===== config.mk =====
export PLATFORM = sky130hd
export DESIGN_NAME = array_list_search_delete
export DESIGN_NICKNAME = d
export VERILOG_FILES = /design/src/hw/rtl/alsd_pkg.sv /design/src/hw/rtl/alsd_ram.sv /design/src/hw/rtl/array_list_search_delete.sv
export VERILOG_INCLUDE_DIRS = /design/src /design/src/hw/rtl
export SDC_FILE = /design/constraint.sdc
export NUM_CORES = 2
export LEC_CHECK = 0
export BUFFER_PORTS_ARGS = -buffer_cell sky130_fd_sc_hd__clkbuf_2
export CAP_MARGIN = 20
export CORE_ASPECT_RATIO = 1.4
export CORE_MARGIN = 2
export CORE_UTILIZATION = 55
export CTS_CLUSTER_SIZE = 40
export DETAILED_ROUTE_END_ITERATION = 8
export HOLD_SLACK_MARGIN = 0.15
export PLACE_DENSITY = 0.83
export SLEW_MARGIN = 20
export SYNTH_ARGS = -nofsm -noshare
export SYNTH_HDL_FRONTEND = slang
export SYNTH_HIERARCHICAL = 1
export SYNTH_SLANG_ARGS = --single-unit

===== constraint.sdc =====
create_clock -name i_clk -period 14.94 [get_ports i_clk]
set_clock_uncertainty 0.05 [all_clocks]
set_input_delay 0 -clock i_clk [delete_from_list [all_inputs] [get_ports i_clk]]
set_output_delay 0 -clock i_clk [all_outputs]
set_load 0.02 [all_outputs]

===== src/hw/rtl/array_list_search_delete_assert.svh =====
// Assertion macros used by the RTL file that carries checks.
`ifndef ARRAY_LIST_SEARCH_DELETE_ASSERT_SVH
`define ARRAY_LIST_SEARCH_DELETE_ASSERT_SVH

// Same-cycle implication, disabled while reset is held.
`define ALSD_ASSERT_IMP(lbl, ante, cons, msg) \
    lbl: assert property (@(posedge i_clk) disable iff (!i_rst_n) (ante) |-> (cons)) \
        else $error(msg);

// Next-cycle implication, disabled while reset is held.
`define ALSD_ASSERT_NXT(lbl, ante, cons, msg) \
    lbl: assert property (@(posedge i_clk) disable iff (!i_rst_n) (ante) |=> (cons)) \
        else $error(msg);

`endif


===== src/hw/rtl/alsd_pkg.sv =====
package alsd_pkg;

    localparam int DEPTH  = 64;
    localparam int ADDR_W = (DEPTH > 1) ? $clog2(DEPTH) : 1;
    localparam int CNT_W  = 7;
    localparam int IDX_W  = 6;
    localparam int VAL_W  = 32;
    localparam int POS_W  = 6;
    localparam int CMD_W  = 3;
    localparam int ST_W   = 3;

    typedef enum logic [CMD_W-1:0] {
        CMD_APPEND    = 3'd0,
        CMD_POP       = 3'd1,
        CMD_REMOVE_AT = 3'd2,
        CMD_FIND      = 3'd3,
        CMD_FIND_DEL  = 3'd4
    } t_cmd;

    typedef enum logic [ST_W-1:0] {
        ST_OK        = 3'd0,
        ST_FOUND     = 3'd1,
        ST_NOT_FOUND = 3'd2,
        ST_FULL      = 3'd3,
        ST_EMPTY     = 3'd4,
        ST_BAD_POS   = 3'd5
    } t_status;

    typedef enum logic [1:0] {
        S_IDLE,
        S_COUNT,
        S_SCAN,
        S_FIN
    } t_state;

    typedef struct packed {
        t_status           status;
        logic [IDX_W-1:0]  index;
        logic [CNT_W-1:0]  fill;
        logic              last;
    } t_result;

endpackage


===== src/hw/rtl/alsd_ram.sv =====
module alsd_ram #(
    parameter int WIDTH = 32,
    parameter int DEPTH = 64
) (
    input  logic                                   i_clk,
    input  logic                                   i_wr_en,
    input  logic [((DEPTH > 1) ? $clog2(DEPTH) : 1)-1:0] i_wr_addr,
    input  logic [WIDTH-1:0]                       i_wr_data,
    input  logic                                   i_rd_en,
    input  logic [((DEPTH > 1) ? $clog2(DEPTH) : 1)-1:0] i_rd_addr,
    output logic [WIDTH-1:0]                       o_rd_data
);

    logic [WIDTH-1:0] r_mem [DEPTH];
    logic [WIDTH-1:0] r_rd_data;

    always_ff @(posedge i_clk) begin
        if (i_wr_en) begin
            r_mem[i_wr_addr] <= i_wr_data;
        end
    end

    always_ff @(posedge i_clk) begin
        if (i_rd_en) begin
            r_rd_data <= r_mem[i_rd_addr];
        end
    end

    assign o_rd_data = r_rd_data;

endmodule


===== src/hw/rtl/array_list_search_delete.sv =====
// Packed list of signed 32-bit words with search and delete.
// Input channel s_axis: tuser carries the command (append, remove last, remove at
// position, find all, find and remove all); tdata carries the value and position.
// Output channel m_axis: tuser carries the status, tdata index and fill, tlast
// marks the final word of a command. Every command gives at least one word, except
// unknown command codes, which are dropped.
// Append and remove last finish in the accepting cycle; the result word appears
// on the next cycle. Remove at position walks the tail, one entry per cycle.
// Find makes two passes over the store, one entry per cycle through the single
// read port of the word memory: a counting pass and a reporting pass, which
// pauses at each match and while the receiver stalls; a miss ends after the
// counting pass with a closing word. Find and remove compacts the store in the
// reporting pass with the memory's write port.
// s_axis_tready is high only while the block is idle and the output register is
// free or being emptied. A stalled receiver holds the output word and pauses the
// reporting pass. Reset clears the fill count and empties the output register;
// the word store itself is not cleared, since only filled positions are read.
`include "array_list_search_delete_assert.svh"

module array_list_search_delete (
    input  logic        i_clk,
    input  logic        i_rst_n,
    input  logic        s_axis_tvalid,
    output logic        s_axis_tready,
    input  logic [39:0] s_axis_tdata,   // value[31:0], position[37:32], zero pad
    input  logic [2:0]  s_axis_tuser,   // command[2:0]
    output logic        m_axis_tvalid,
    input  logic        m_axis_tready,
    output logic [15:0] m_axis_tdata,   // index[5:0], fill[12:6], zero pad
    output logic [2:0]  m_axis_tuser,   // status[2:0]
    output logic        m_axis_tlast
);

    localparam int ADDR_W = alsd_pkg::ADDR_W;
    localparam int CNT_W  = alsd_pkg::CNT_W;
    localparam int VAL_W  = alsd_pkg::VAL_W;
    localparam int IDX_W  = alsd_pkg::IDX_W;

    alsd_pkg::t_state  r_state;
    alsd_pkg::t_state  n_state;
    alsd_pkg::t_cmd    r_cmd;
    alsd_pkg::t_cmd    in_cmd;
    alsd_pkg::t_result r_out;
    logic              r_out_valid;
    alsd_pkg::t_status r_fin_status;
    logic [CNT_W-1:0]  r_fin_fill;

    logic [VAL_W-1:0]  r_key;
    logic [CNT_W-1:0]  r_pos;
    logic [CNT_W-1:0]  r_count;
    logic [CNT_W-1:0]  r_rd_idx;
    logic [CNT_W-1:0]  r_wr_idx;
    logic [ADDR_W-1:0] r_cmp_idx;
    logic              r_dv;
    logic [CNT_W-1:0]  r_hits;
    logic [CNT_W-1:0]  r_emit_cnt;
    logic [CNT_W-1:0]  r_fill_after;

    logic [VAL_W-1:0]  in_value;
    logic [CNT_W-1:0]  in_pos;
    logic              accept;
    logic              out_free;
    logic              out_load;
    logic              list_empty;
    logic              list_full;
    logic              pos_bad;
    logic              scan_left;
    logic              scan_done;
    logic              match;
    logic              is_find;
    logic              emit_now;
    logic              drop;
    logic              keep_wr;
    logic              del_done;

    logic              rd_en;
    logic              wr_en;
    logic [ADDR_W-1:0] wr_addr;
    logic [VAL_W-1:0]  wr_data;
    logic [VAL_W-1:0]  rd_data;

    alsd_ram #(
        .WIDTH (VAL_W),
        .DEPTH (alsd_pkg::DEPTH)
    ) u_ram (
        .i_clk     (i_clk),
        .i_wr_en   (wr_en),
        .i_wr_addr (wr_addr),
        .i_wr_data (wr_data),
        .i_rd_en   (rd_en),
        .i_rd_addr (r_rd_idx[ADDR_W-1:0]),
        .o_rd_data (rd_data)
    );

    assign in_cmd     = alsd_pkg::t_cmd'(s_axis_tuser);
    assign in_value   = s_axis_tdata[31:0];
    assign in_pos     = CNT_W'(s_axis_tdata[37:32]);
    assign out_free   = !r_out_valid || m_axis_tready;
    assign list_empty = (r_count == '0);
    assign list_full  = (r_count >= CNT_W'(alsd_pkg::DEPTH));
    assign pos_bad    = (in_pos >= r_count);
    assign scan_left  = (r_rd_idx < r_count);
    assign scan_done  = !scan_left && !r_dv;
    assign match      = r_dv && (rd_data == r_key);
    assign is_find    = (r_cmd == alsd_pkg::CMD_FIND) || (r_cmd == alsd_pkg::CMD_FIND_DEL);
    assign del_done   = (r_state == alsd_pkg::S_SCAN) && scan_done
                     && (r_cmd == alsd_pkg::CMD_FIND_DEL);

    // load the output register: one-word answers at accept, matches, closing word
    assign out_load = emit_now
                   || ((r_state == alsd_pkg::S_FIN) && out_free)
                   || (accept && ((in_cmd == alsd_pkg::CMD_APPEND)
                                  || (in_cmd == alsd_pkg::CMD_POP)
                                  || ((in_cmd == alsd_pkg::CMD_REMOVE_AT)
                                      && (list_empty || pos_bad))
                                  || (((in_cmd == alsd_pkg::CMD_FIND)
                                       || (in_cmd == alsd_pkg::CMD_FIND_DEL))
                                      && list_empty)));

    assign s_axis_tready = (r_state == alsd_pkg::S_IDLE) && out_free;
    assign accept        = s_axis_tvalid && s_axis_tready;

    // Next state
    always_comb begin
        n_state = r_state;
        unique case (r_state)
            alsd_pkg::S_IDLE: begin
                if (accept) begin
                    unique case (in_cmd)
                        alsd_pkg::CMD_REMOVE_AT: begin
                            if (!list_empty && !pos_bad) begin
                                n_state = alsd_pkg::S_SCAN;
                            end
                        end
                        alsd_pkg::CMD_FIND, alsd_pkg::CMD_FIND_DEL: begin
                            if (!list_empty) begin
                                n_state = alsd_pkg::S_COUNT;
                            end
                        end
                        default: begin
                            n_state = alsd_pkg::S_IDLE;
                        end
                    endcase
                end
            end
            alsd_pkg::S_COUNT: begin
                if (scan_done) begin
                    n_state = (r_hits == '0) ? alsd_pkg::S_FIN : alsd_pkg::S_SCAN;
                end
            end
            alsd_pkg::S_SCAN: begin
                if (scan_done) begin
                    n_state = (r_cmd == alsd_pkg::CMD_REMOVE_AT) ? alsd_pkg::S_FIN
                                                                 : alsd_pkg::S_IDLE;
                end
            end
            alsd_pkg::S_FIN: begin
                if (out_free) begin
                    n_state = alsd_pkg::S_IDLE;
                end
            end
            default: begin
                n_state = alsd_pkg::S_IDLE;
            end
        endcase
    end

    // Datapath controls
    always_comb begin
        rd_en    = 1'b0;
        emit_now = 1'b0;
        drop     = 1'b0;
        keep_wr  = 1'b0;
        wr_en    = 1'b0;
        wr_addr  = r_wr_idx[ADDR_W-1:0];
        wr_data  = rd_data;
        unique case (r_state)
            alsd_pkg::S_IDLE: begin
                if (accept && (in_cmd == alsd_pkg::CMD_APPEND) && !list_full) begin
                    wr_en   = 1'b1;
                    wr_addr = r_count[ADDR_W-1:0];
                    wr_data = in_value;
                end
            end
            alsd_pkg::S_COUNT: begin
                rd_en = scan_left;
            end
            alsd_pkg::S_SCAN: begin
                emit_now = is_find && match;
                drop     = ((r_cmd == alsd_pkg::CMD_FIND_DEL) && match)
                        || ((r_cmd == alsd_pkg::CMD_REMOVE_AT) && r_dv
                            && (CNT_W'(r_cmp_idx) == r_pos));
                keep_wr  = r_dv && !drop && (r_cmd != alsd_pkg::CMD_FIND);
                wr_en    = keep_wr;
                // hold reads while a match waits on the output register
                rd_en    = scan_left && (!is_find || (out_free && !emit_now));
            end
            alsd_pkg::S_FIN: begin
                rd_en = 1'b0;
            end
            default: begin
                rd_en = 1'b0;
            end
        endcase
    end

    always_ff @(posedge i_clk) begin
        if (!i_rst_n) begin
            r_state     <= alsd_pkg::S_IDLE;
            r_out_valid <= 1'b0;
            r_count     <= '0;
            r_dv        <= 1'b0;
        end else begin
            r_state <= n_state;
            r_dv    <= rd_en;
            if (out_load) begin
                r_out_valid <= 1'b1;
            end else if (out_free) begin
                r_out_valid <= 1'b0;
            end
            unique case (r_state)
                alsd_pkg::S_IDLE: begin
                    if (accept) begin
                        unique case (in_cmd)
                            alsd_pkg::CMD_APPEND: begin
                                if (list_full) begin
                                    r_out <= '{alsd_pkg::ST_FULL, '0, r_count, 1'b1};
                                end else begin
                                    r_count <= r_count + CNT_W'(1);
                                    r_out   <= '{alsd_pkg::ST_OK, '0,
                                                 r_count + CNT_W'(1), 1'b1};
                                end
                            end
                            alsd_pkg::CMD_POP: begin
                                if (list_empty) begin
                                    r_out <= '{alsd_pkg::ST_EMPTY, '0, r_count, 1'b1};
                                end else begin
                                    r_count <= r_count - CNT_W'(1);
                                    r_out   <= '{alsd_pkg::ST_OK, '0,
                                                 r_count - CNT_W'(1), 1'b1};
                                end
                            end
                            alsd_pkg::CMD_REMOVE_AT: begin
                                if (list_empty) begin
                                    r_out <= '{alsd_pkg::ST_EMPTY, '0, r_count, 1'b1};
                                end else if (pos_bad) begin
                                    r_out <= '{alsd_pkg::ST_BAD_POS, '0, r_count, 1'b1};
                                end
                            end
                            alsd_pkg::CMD_FIND, alsd_pkg::CMD_FIND_DEL: begin
                                if (list_empty) begin
                                    r_out <= '{alsd_pkg::ST_EMPTY, '0, r_count, 1'b1};
                                end
                            end
                            default: begin
                                // unknown code: drop, no word
                                r_out <= r_out;
                            end
                        endcase
                    end
                end
                alsd_pkg::S_COUNT: begin
                    if (scan_done && (r_hits == '0)) begin
                        r_fin_status <= alsd_pkg::ST_NOT_FOUND;
                        r_fin_fill   <= r_count;
                    end
                end
                alsd_pkg::S_SCAN: begin
                    if (emit_now) begin
                        r_out <= '{alsd_pkg::ST_FOUND, IDX_W'(r_cmp_idx), r_fill_after,
                                   (r_emit_cnt + CNT_W'(1)) == r_hits};
                    end
                    if (scan_done) begin
                        unique case (r_cmd)
                            alsd_pkg::CMD_REMOVE_AT: begin
                                r_count      <= r_count - CNT_W'(1);
                                r_fin_status <= alsd_pkg::ST_OK;
                                r_fin_fill   <= r_count - CNT_W'(1);
                            end
                            alsd_pkg::CMD_FIND_DEL: begin
                                r_count <= r_count - r_hits;
                            end
                            default: begin
                                r_count <= r_count;
                            end
                        endcase
                    end
                end
                alsd_pkg::S_FIN: begin
                    if (out_free) begin
                        r_out <= '{r_fin_status, '0, r_fin_fill, 1'b1};
                    end
                end
                default: begin
                    r_out <= r_out;
                end
            endcase
        end
    end

    // Scan pointers and counters
    always_ff @(posedge i_clk) begin
        if (accept) begin
            r_cmd      <= in_cmd;
            r_key      <= in_value;
            r_pos      <= in_pos;
            r_hits     <= '0;
            // remove at position starts its walk at the removed slot
            r_rd_idx   <= (in_cmd == alsd_pkg::CMD_REMOVE_AT) ? in_pos : '0;
            r_wr_idx   <= in_pos;
        end else begin
            if (rd_en) begin
                r_rd_idx  <= r_rd_idx + CNT_W'(1);
                r_cmp_idx <= r_rd_idx[ADDR_W-1:0];
            end
            if ((r_state == alsd_pkg::S_COUNT) && match) begin
                r_hits <= r_hits + CNT_W'(1);
            end
            if ((r_state == alsd_pkg::S_COUNT) && scan_done) begin
                r_rd_idx     <= '0;
                r_wr_idx     <= '0;
                r_emit_cnt   <= '0;
                r_fill_after <= (r_cmd == alsd_pkg::CMD_FIND_DEL) ? r_count - r_hits
                                                                  : r_count;
            end
            if (keep_wr) begin
                r_wr_idx <= r_wr_idx + CNT_W'(1);
            end
            if (emit_now) begin
                r_emit_cnt <= r_emit_cnt + CNT_W'(1);
            end
        end
    end

    assign m_axis_tvalid = r_out_valid;
    assign m_axis_tdata  = {3'b000, r_out.fill, r_out.index};
    assign m_axis_tuser  = r_out.status;
    assign m_axis_tlast  = r_out.last;

    `ALSD_ASSERT_IMP(a_count_bound, 1'b1, r_count <= CNT_W'(alsd_pkg::DEPTH), "fill above depth")
    `ALSD_ASSERT_IMP(a_emit_slot, emit_now, !r_out_valid, "match emitted over a waiting word")
    `ALSD_ASSERT_IMP(a_emit_bound, emit_now, r_emit_cnt < r_hits, "more matches than counted")
    `ALSD_ASSERT_IMP(a_wr_behind, keep_wr, r_wr_idx <= CNT_W'(r_cmp_idx), "write passed read")
    `ALSD_ASSERT_NXT(a_del_fill, del_done, r_count == $past(r_count - r_hits), "delete-all fill")

endmodule

Word-level counts from Yosys, hierarchy flattened. Memory sizes are Yosys's and may differ from the RTL's. A register that Yosys moved wholly into a read port is not among the register bits. Index checks and enable logic that the tools add are counted.

Add/subtract/negate cells: 7. Multipliers: 0. Divide/modulo/power cells: 0. Magnitude comparators: 3. Eq/ne operators: 30. Shift operators: 0. Mux-type cells: 57. Bitwise operators: 1. Reductions and logical operators: 62.

Operators by type and width (count): two-way mux 17 bit (7); two-way mux 7 bit (14); case mux 17 bit (4 select lines) (1); two-way mux 32 bit (2); case mux 7 bit (2 select lines) (4); case mux 17 bit (3 select lines) (1); adder 7 x 1 -> 7 bit, second input constant (5); equality test 32 bit (1); two-way mux 6 bit (4); logical AND 1 bit (22); != test 3 bit, second input constant (6); two-way mux 16 bit (1); zero test 7 bit (2); two-way mux 2 bit (7); equality test 3 x 2 -> 1 bit, second input constant (4); != test 2 bit, second input constant (6); logical OR 1 bit (11); nonzero test 2 bit (5); zero test 1 bit (9); two-way mux 3 bit (3); nonzero test 3 bit (3); two-way mux 1 bit (8); case mux 2 bit (4 select lines) (1); AND reduction 8 bit (1); other kinds (26) (32).

Flip-flop bits (word level): 120. Bits in latches: 0. Bits in writable memories: 2048. ROM bits: 0. Output and inout port bits: 22. Word-level logic and storage cells: 181. Memories: 1.

Memory list: u_ram.r_mem (words 64, bits a word 32, read ports 1, clocked after memory_dff 1, write ports 1, line alsd_ram.sv:14) `logic [WIDTH-1:0] r_mem [DEPTH];`.

Longest topological paths before layout.
Depth after elaboration: 11. Gate-level depth with buffers: 13. Mapped depth without buffers: 11.

Cells and area by module. The synthesis kept the hierarchy.

By module, submodules not included: alsd_ram (instances 1, cells an instance 3324, area each 78840.6 sq um, seq. area each 62459.9 sq um); array_list_search_delete (instances 1, cells an instance 684, area each 7198.2 sq um, seq. area each 3333.2 sq um).

Least setup slack after synthesis. OpenSTA, ideal clock, no wires.

Path type: register to register. Start: reg r_state[0]. End: mem u_ram.r_mem[49][0] (enable). Setup time: 0.461 ns. Data arrival time: 4.451 ns. Data required time: 14.429 ns. Path slack: 9.978 ns. Stages on the path, launching flop included: 13. Buffers on the path: 2. Period minus slack after synthesis: 4.962 ns. Cells stage by stage: dfxtp_1 -> inv_1 -> ha_1 -> and2_1 -> nand2_1 -> inv_1 -> nand2_1 -> clkbuf_1 -> nand2_1 -> o21ai_0 -> clkbuf_1 -> nand4_1 -> nor3_1.

Elaborated cells between the ends (all ways): 12.

RTL lines: start, declared (line array_list_search_delete.sv:39) `alsd_pkg::t_state r_state;`; start signal, assigned (line array_list_search_delete.sv:209) `r_state <= alsd_pkg::S_IDLE;`; start signal, assigned (line array_list_search_delete.sv:214) `r_state <= n_state;`; zero test 2 bit (line array_list_search_delete.sv:120) `assign s_axis_tready = (r_state == alsd_pkg::S_IDLE) && out_free;`; logical AND 1 bit (line array_list_search_delete.sv:120); net s_axis_tready (line array_list_search_delete.sv:24) `output logic s_axis_tready,`; logical AND 1 bit (line array_list_search_delete.sv:121) `assign accept = s_axis_tvalid && s_axis_tready;`; logical AND 1 bit (2 in series) (line array_list_search_delete.sv:179) `if (accept && (in_cmd == alsd_pkg::CMD_APPEND) && !list_full) begin`; two-way mux 6 bit (line array_list_search_delete.sv:179); two-way mux 6 bit (line array_list_search_delete.sv:177) `unique case (r_state)`; net wr_addr[5] (line array_list_search_delete.sv:78) `logic [ADDR_W-1:0] wr_addr;`; end, declared (line alsd_ram.sv:14).

The timed path passes the listed nets, and every way through them passes these cells.

Worst setup path after layout.
Start: reg r_state[1]. End: mem u_ram.r_mem[13][30] (enable).

Elaborated cells between the ends (all ways): 12.

RTL lines (line): zero test 2 bit (*) (array_list_search_delete.sv:120, array_list_search_delete.sv:177); logical AND 1 bit (array_list_search_delete.sv:120); logical AND 1 bit (array_list_search_delete.sv:121); logical AND 1 bit (2 in series) (array_list_search_delete.sv:179); two-way mux 6 bit (array_list_search_delete.sv:179); two-way mux 6 bit (*) (array_list_search_delete.sv:177); net wr_addr[0] (array_list_search_delete.sv:78).

The timed path passes the listed nets; every way through them passes the cells marked *.

==> metrics.md <==
| Metric | Value |
|---|---|
| Die width | 338 um |
| Crit Path Category | reg2reg |
| Num ports | 69 |
| Synth Cell Area | 86,000 um^2 |
| Die Ht | 472 um |
| Worst skew pair latency | 0.83 ns |
| Hold wc startpoint | s_axis_tvalid |
| Area Overhead vs Synth | 11.7% |
| Largest net degree at the start of global routing | 127 |
| Final WL | 238,000 um |
| Max Slew Vio Count | 0 |
| Num CTS Buffers | 180 |
| Post-Syn Area per Cell | 21.5 um^2 |
| Setup Viol. Count Final | 0 |
| Post-layout minimum cycle time | 5.74 ns |
| Pre-CTS setup slack | 8.83 ns |
| Tcrit/Tclk final | 38.4% |
| Top_reg_cell synth | edfxtp_1 |
| Setup bufs post-CTS | 0 |
| Critical Path End Type | flip-flop |
| Area leader, netlist | edfxtp_1 |
| TritonCTS clock tree | yes |
| Worst rel slew slack | 11.5% |
| Detail Route Antenna Nets | 0 |
| EDFF count, synth | 2,179 |
| Register area | 65,800 um^2 |
| Grt met3 use | 7.84% |
| Fill cells | 9,686 |
| Top Usage Layer GRT | met2 |
| Seq/Total Area, Yosys | 76.5% |
| Starting DRT DRC Count | 7,263 |
| Beginning of the critical path | r_state[1] |
| # clock sinks | 2,197 |
| CTS H-tree depth | 4 |
| CP arrival | 6.13 ns |
| Highest Clock Rate | 174 MHz |
| GPL Wtd Cong | 0.919 |
| DR WL/cell | 36.6 um |
| Final Core Density | 61.9% |
| Total gr overflow | 0 |
| Worst-Margin Slew | 1.32 ns |
| Placed Cells | 6,066 |
| Footprint of the multi-input gates | 19,600 um^2 |
| Worst-case clock buffer depth | 3 |
| Pre-antenna DRT Iters | 7 |
| PortBufs | 63 |
| Origin of the critical flop-to-flop path | r_state[1] |
| Synth area leaders | edfxtp_1 (76%), mux4_2 (14%), mux2i_1 (1.1%) |
| Clock Tree Root | clkbuf_16 |
| Initial Util | 55.4% |
| Status | complete, no violations |
| Nets | 4,345 |
| Initial antenna violation count | 9 |
| Total Routing Usage GR | 29.8% |
| Met2 usage | 49.4% |
| Via density | 6.98 |
| Final hold violations | 0 |
| Yosys warns | 6 |
| Hold Path Class | in2reg |
| CORE AREA | 155,000 um^2 |
| Sum Neg Setup Slack | 0 ns |
| Asr flop ratio synth | 0% |
| Post-synthesis cell count | 4,008 |
| RSZ-0062 raised after global routing | no |
| CP max FO | 45 |
| Most frequent cell after synthesis | edfxtp_1 |
| Area share of the largest cell type after synthesis | 76.1% |
| PnR worst setup slack | 9.20 ns |
| Detail Placement HPWL | 121,000 um |
| Flops & latches, synth | 2,197 |
| Netlist cell types | 74 |
| DIE AREA | 160,000 um^2 |
| Design Power | 0.0173 W |
| Met1 usage | 34.0% |
| Crit path launch type | flip-flop |
| Core Rows | 171 |
| Layout cells sized above 1 | 25.1% |
| Fin cells | 6,496 |
| DRC viols | 0 |
| Top post-synthesis cells by count | edfxtp_1 (2,179), mux4_2 (544), nor2_1 (175) |
| Crit path required time | 15.34 ns |
| Peak supply drop | 0.164 mV |
| Pwr dens | 180 nW/um^2 |
| First-pass GRT wire length | 336,000 um |
| LEAKAGE | 29.8 nW |
| Clk pin slew, worst setup/hold paths | 0.07 ns |
| Vias in the first global route | 46,086 |
| # resized after CTS | 0 |
| Via count | 45,350 |
| Max-cap viol count | 0 |
[area by class of cell]
| class | instances | share of cell area (%) |
|---|---|---|
| Timing Repair Buffer | 287 | 2.42 |
| Clock inverter | 92 | 0.814 |
| Clock buffer | 229 | 5.01 |
| Inverter | 28 | 0.109 |
| Tap cell | 2076 | 2.70 |
| Antenna cell | 15 | 0.0391 |
| Multi-Input combinational cell | 1572 | 20.4 |
| Sequential cell | 2197 | 68.5 |
[critical path: stages, from the launching register on]
cell     delay, ns
dfxtp_1       0.35
inv_1         0.10
ha_1          0.42
and2_1        0.22
nand2_1       0.43
inv_2         0.22
nand2_4       0.37
o21ai_1       0.90
nand3_1       0.96
nor2_4        0.77
buf_4         0.51
[sequential cells by signal (all words and copies together), names as in the netlist, 3 cells and up]
register	flops
u_ram/r_mem	2048
r_key	32
u_ram/o_rd_data	32
m_axis_tdata	13
r_count	7
r_emit_cnt	7
r_fill_after	7
r_fin_fill	7
r_hits	7
r_rd_idx	7
r_cmp_idx	6
r_pos	6
r_wr_idx	6
m_axis_tuser	3
r_cmd	3
[timing repair]
item                                     CTS  global route
endpoints found under the hold margin   1042             0
endpoints found under the setup margin     0             0
hold buffers                              93             0
[cells in the final DEF, fill, tap and decap left out, types with 42 or more instances in the layout]
cell           Yosys  routed
clkbuf_2           0      63
dlygate4sd3_1      0      93
xnor2_1           60      60
nor2_4             0      62
edfxtp_1        2179    2179
a21oi_1           81      80
buf_4             28     123
o22ai_1           86      86
clkbuf_1          91      42
nand2_1           81      80
mux2i_1           98      98
nor2_1           175     112
mux4_2           544     544
clkbuf_16          0     185
[per-layer routing]
metal,vias up,wire [um]
met1,23149,73000
met5,-,31
met4,4,21200
li1,17342,-
met3,947,26700
met2,3908,117000
[power by group]
| part | total [W] | internal [W] | switching, W |
|---|---|---|---|
| combinational | 0.00544 | 0.00200 | 0.00345 |
| sequential | 0.00721 | 0.00715 | 0.0000631 |
| clock | 0.00462 | 0.00246 | 0.00216 |
| total | 0.0173 | 0.0116 | 0.00567 |
[final timing paths]
| kind | endpoint | slack (ns) | depth (start not counted) |
|---|---|---|---|
| worst min register to register | r_hits[6] | 0.50 | 2 |
| worst max-delay path | u_ram/r_mem[13][30] | 9.20 | 10 |
| worst max register to register | u_ram/r_mem[13][30] | 9.20 | 10 |
| worst min-delay path | r_state[1] | 0.28 | 5 |
[stage by stage]
step	hold WS, ns	cell area (um^2)
after floorplan	0.0489	86000
after global placement	0.143	89500
after detailed placement	0.148	89500
after CTS	0.226	96000
after global routing	0.270	96100
final	0.282	96100
[cells by family after synthesis]
family,synth area share (%)
and+or+nand+nor,2.39
muxes,15.8
AOI/OAI and AO/OA,2.79
adders and majority gates,0.474
DFF,76.5
other,0.00436
xor gates and xnor gates,0.753
buffers and inverters,1.32
Power figures use the tool's default switching activity.
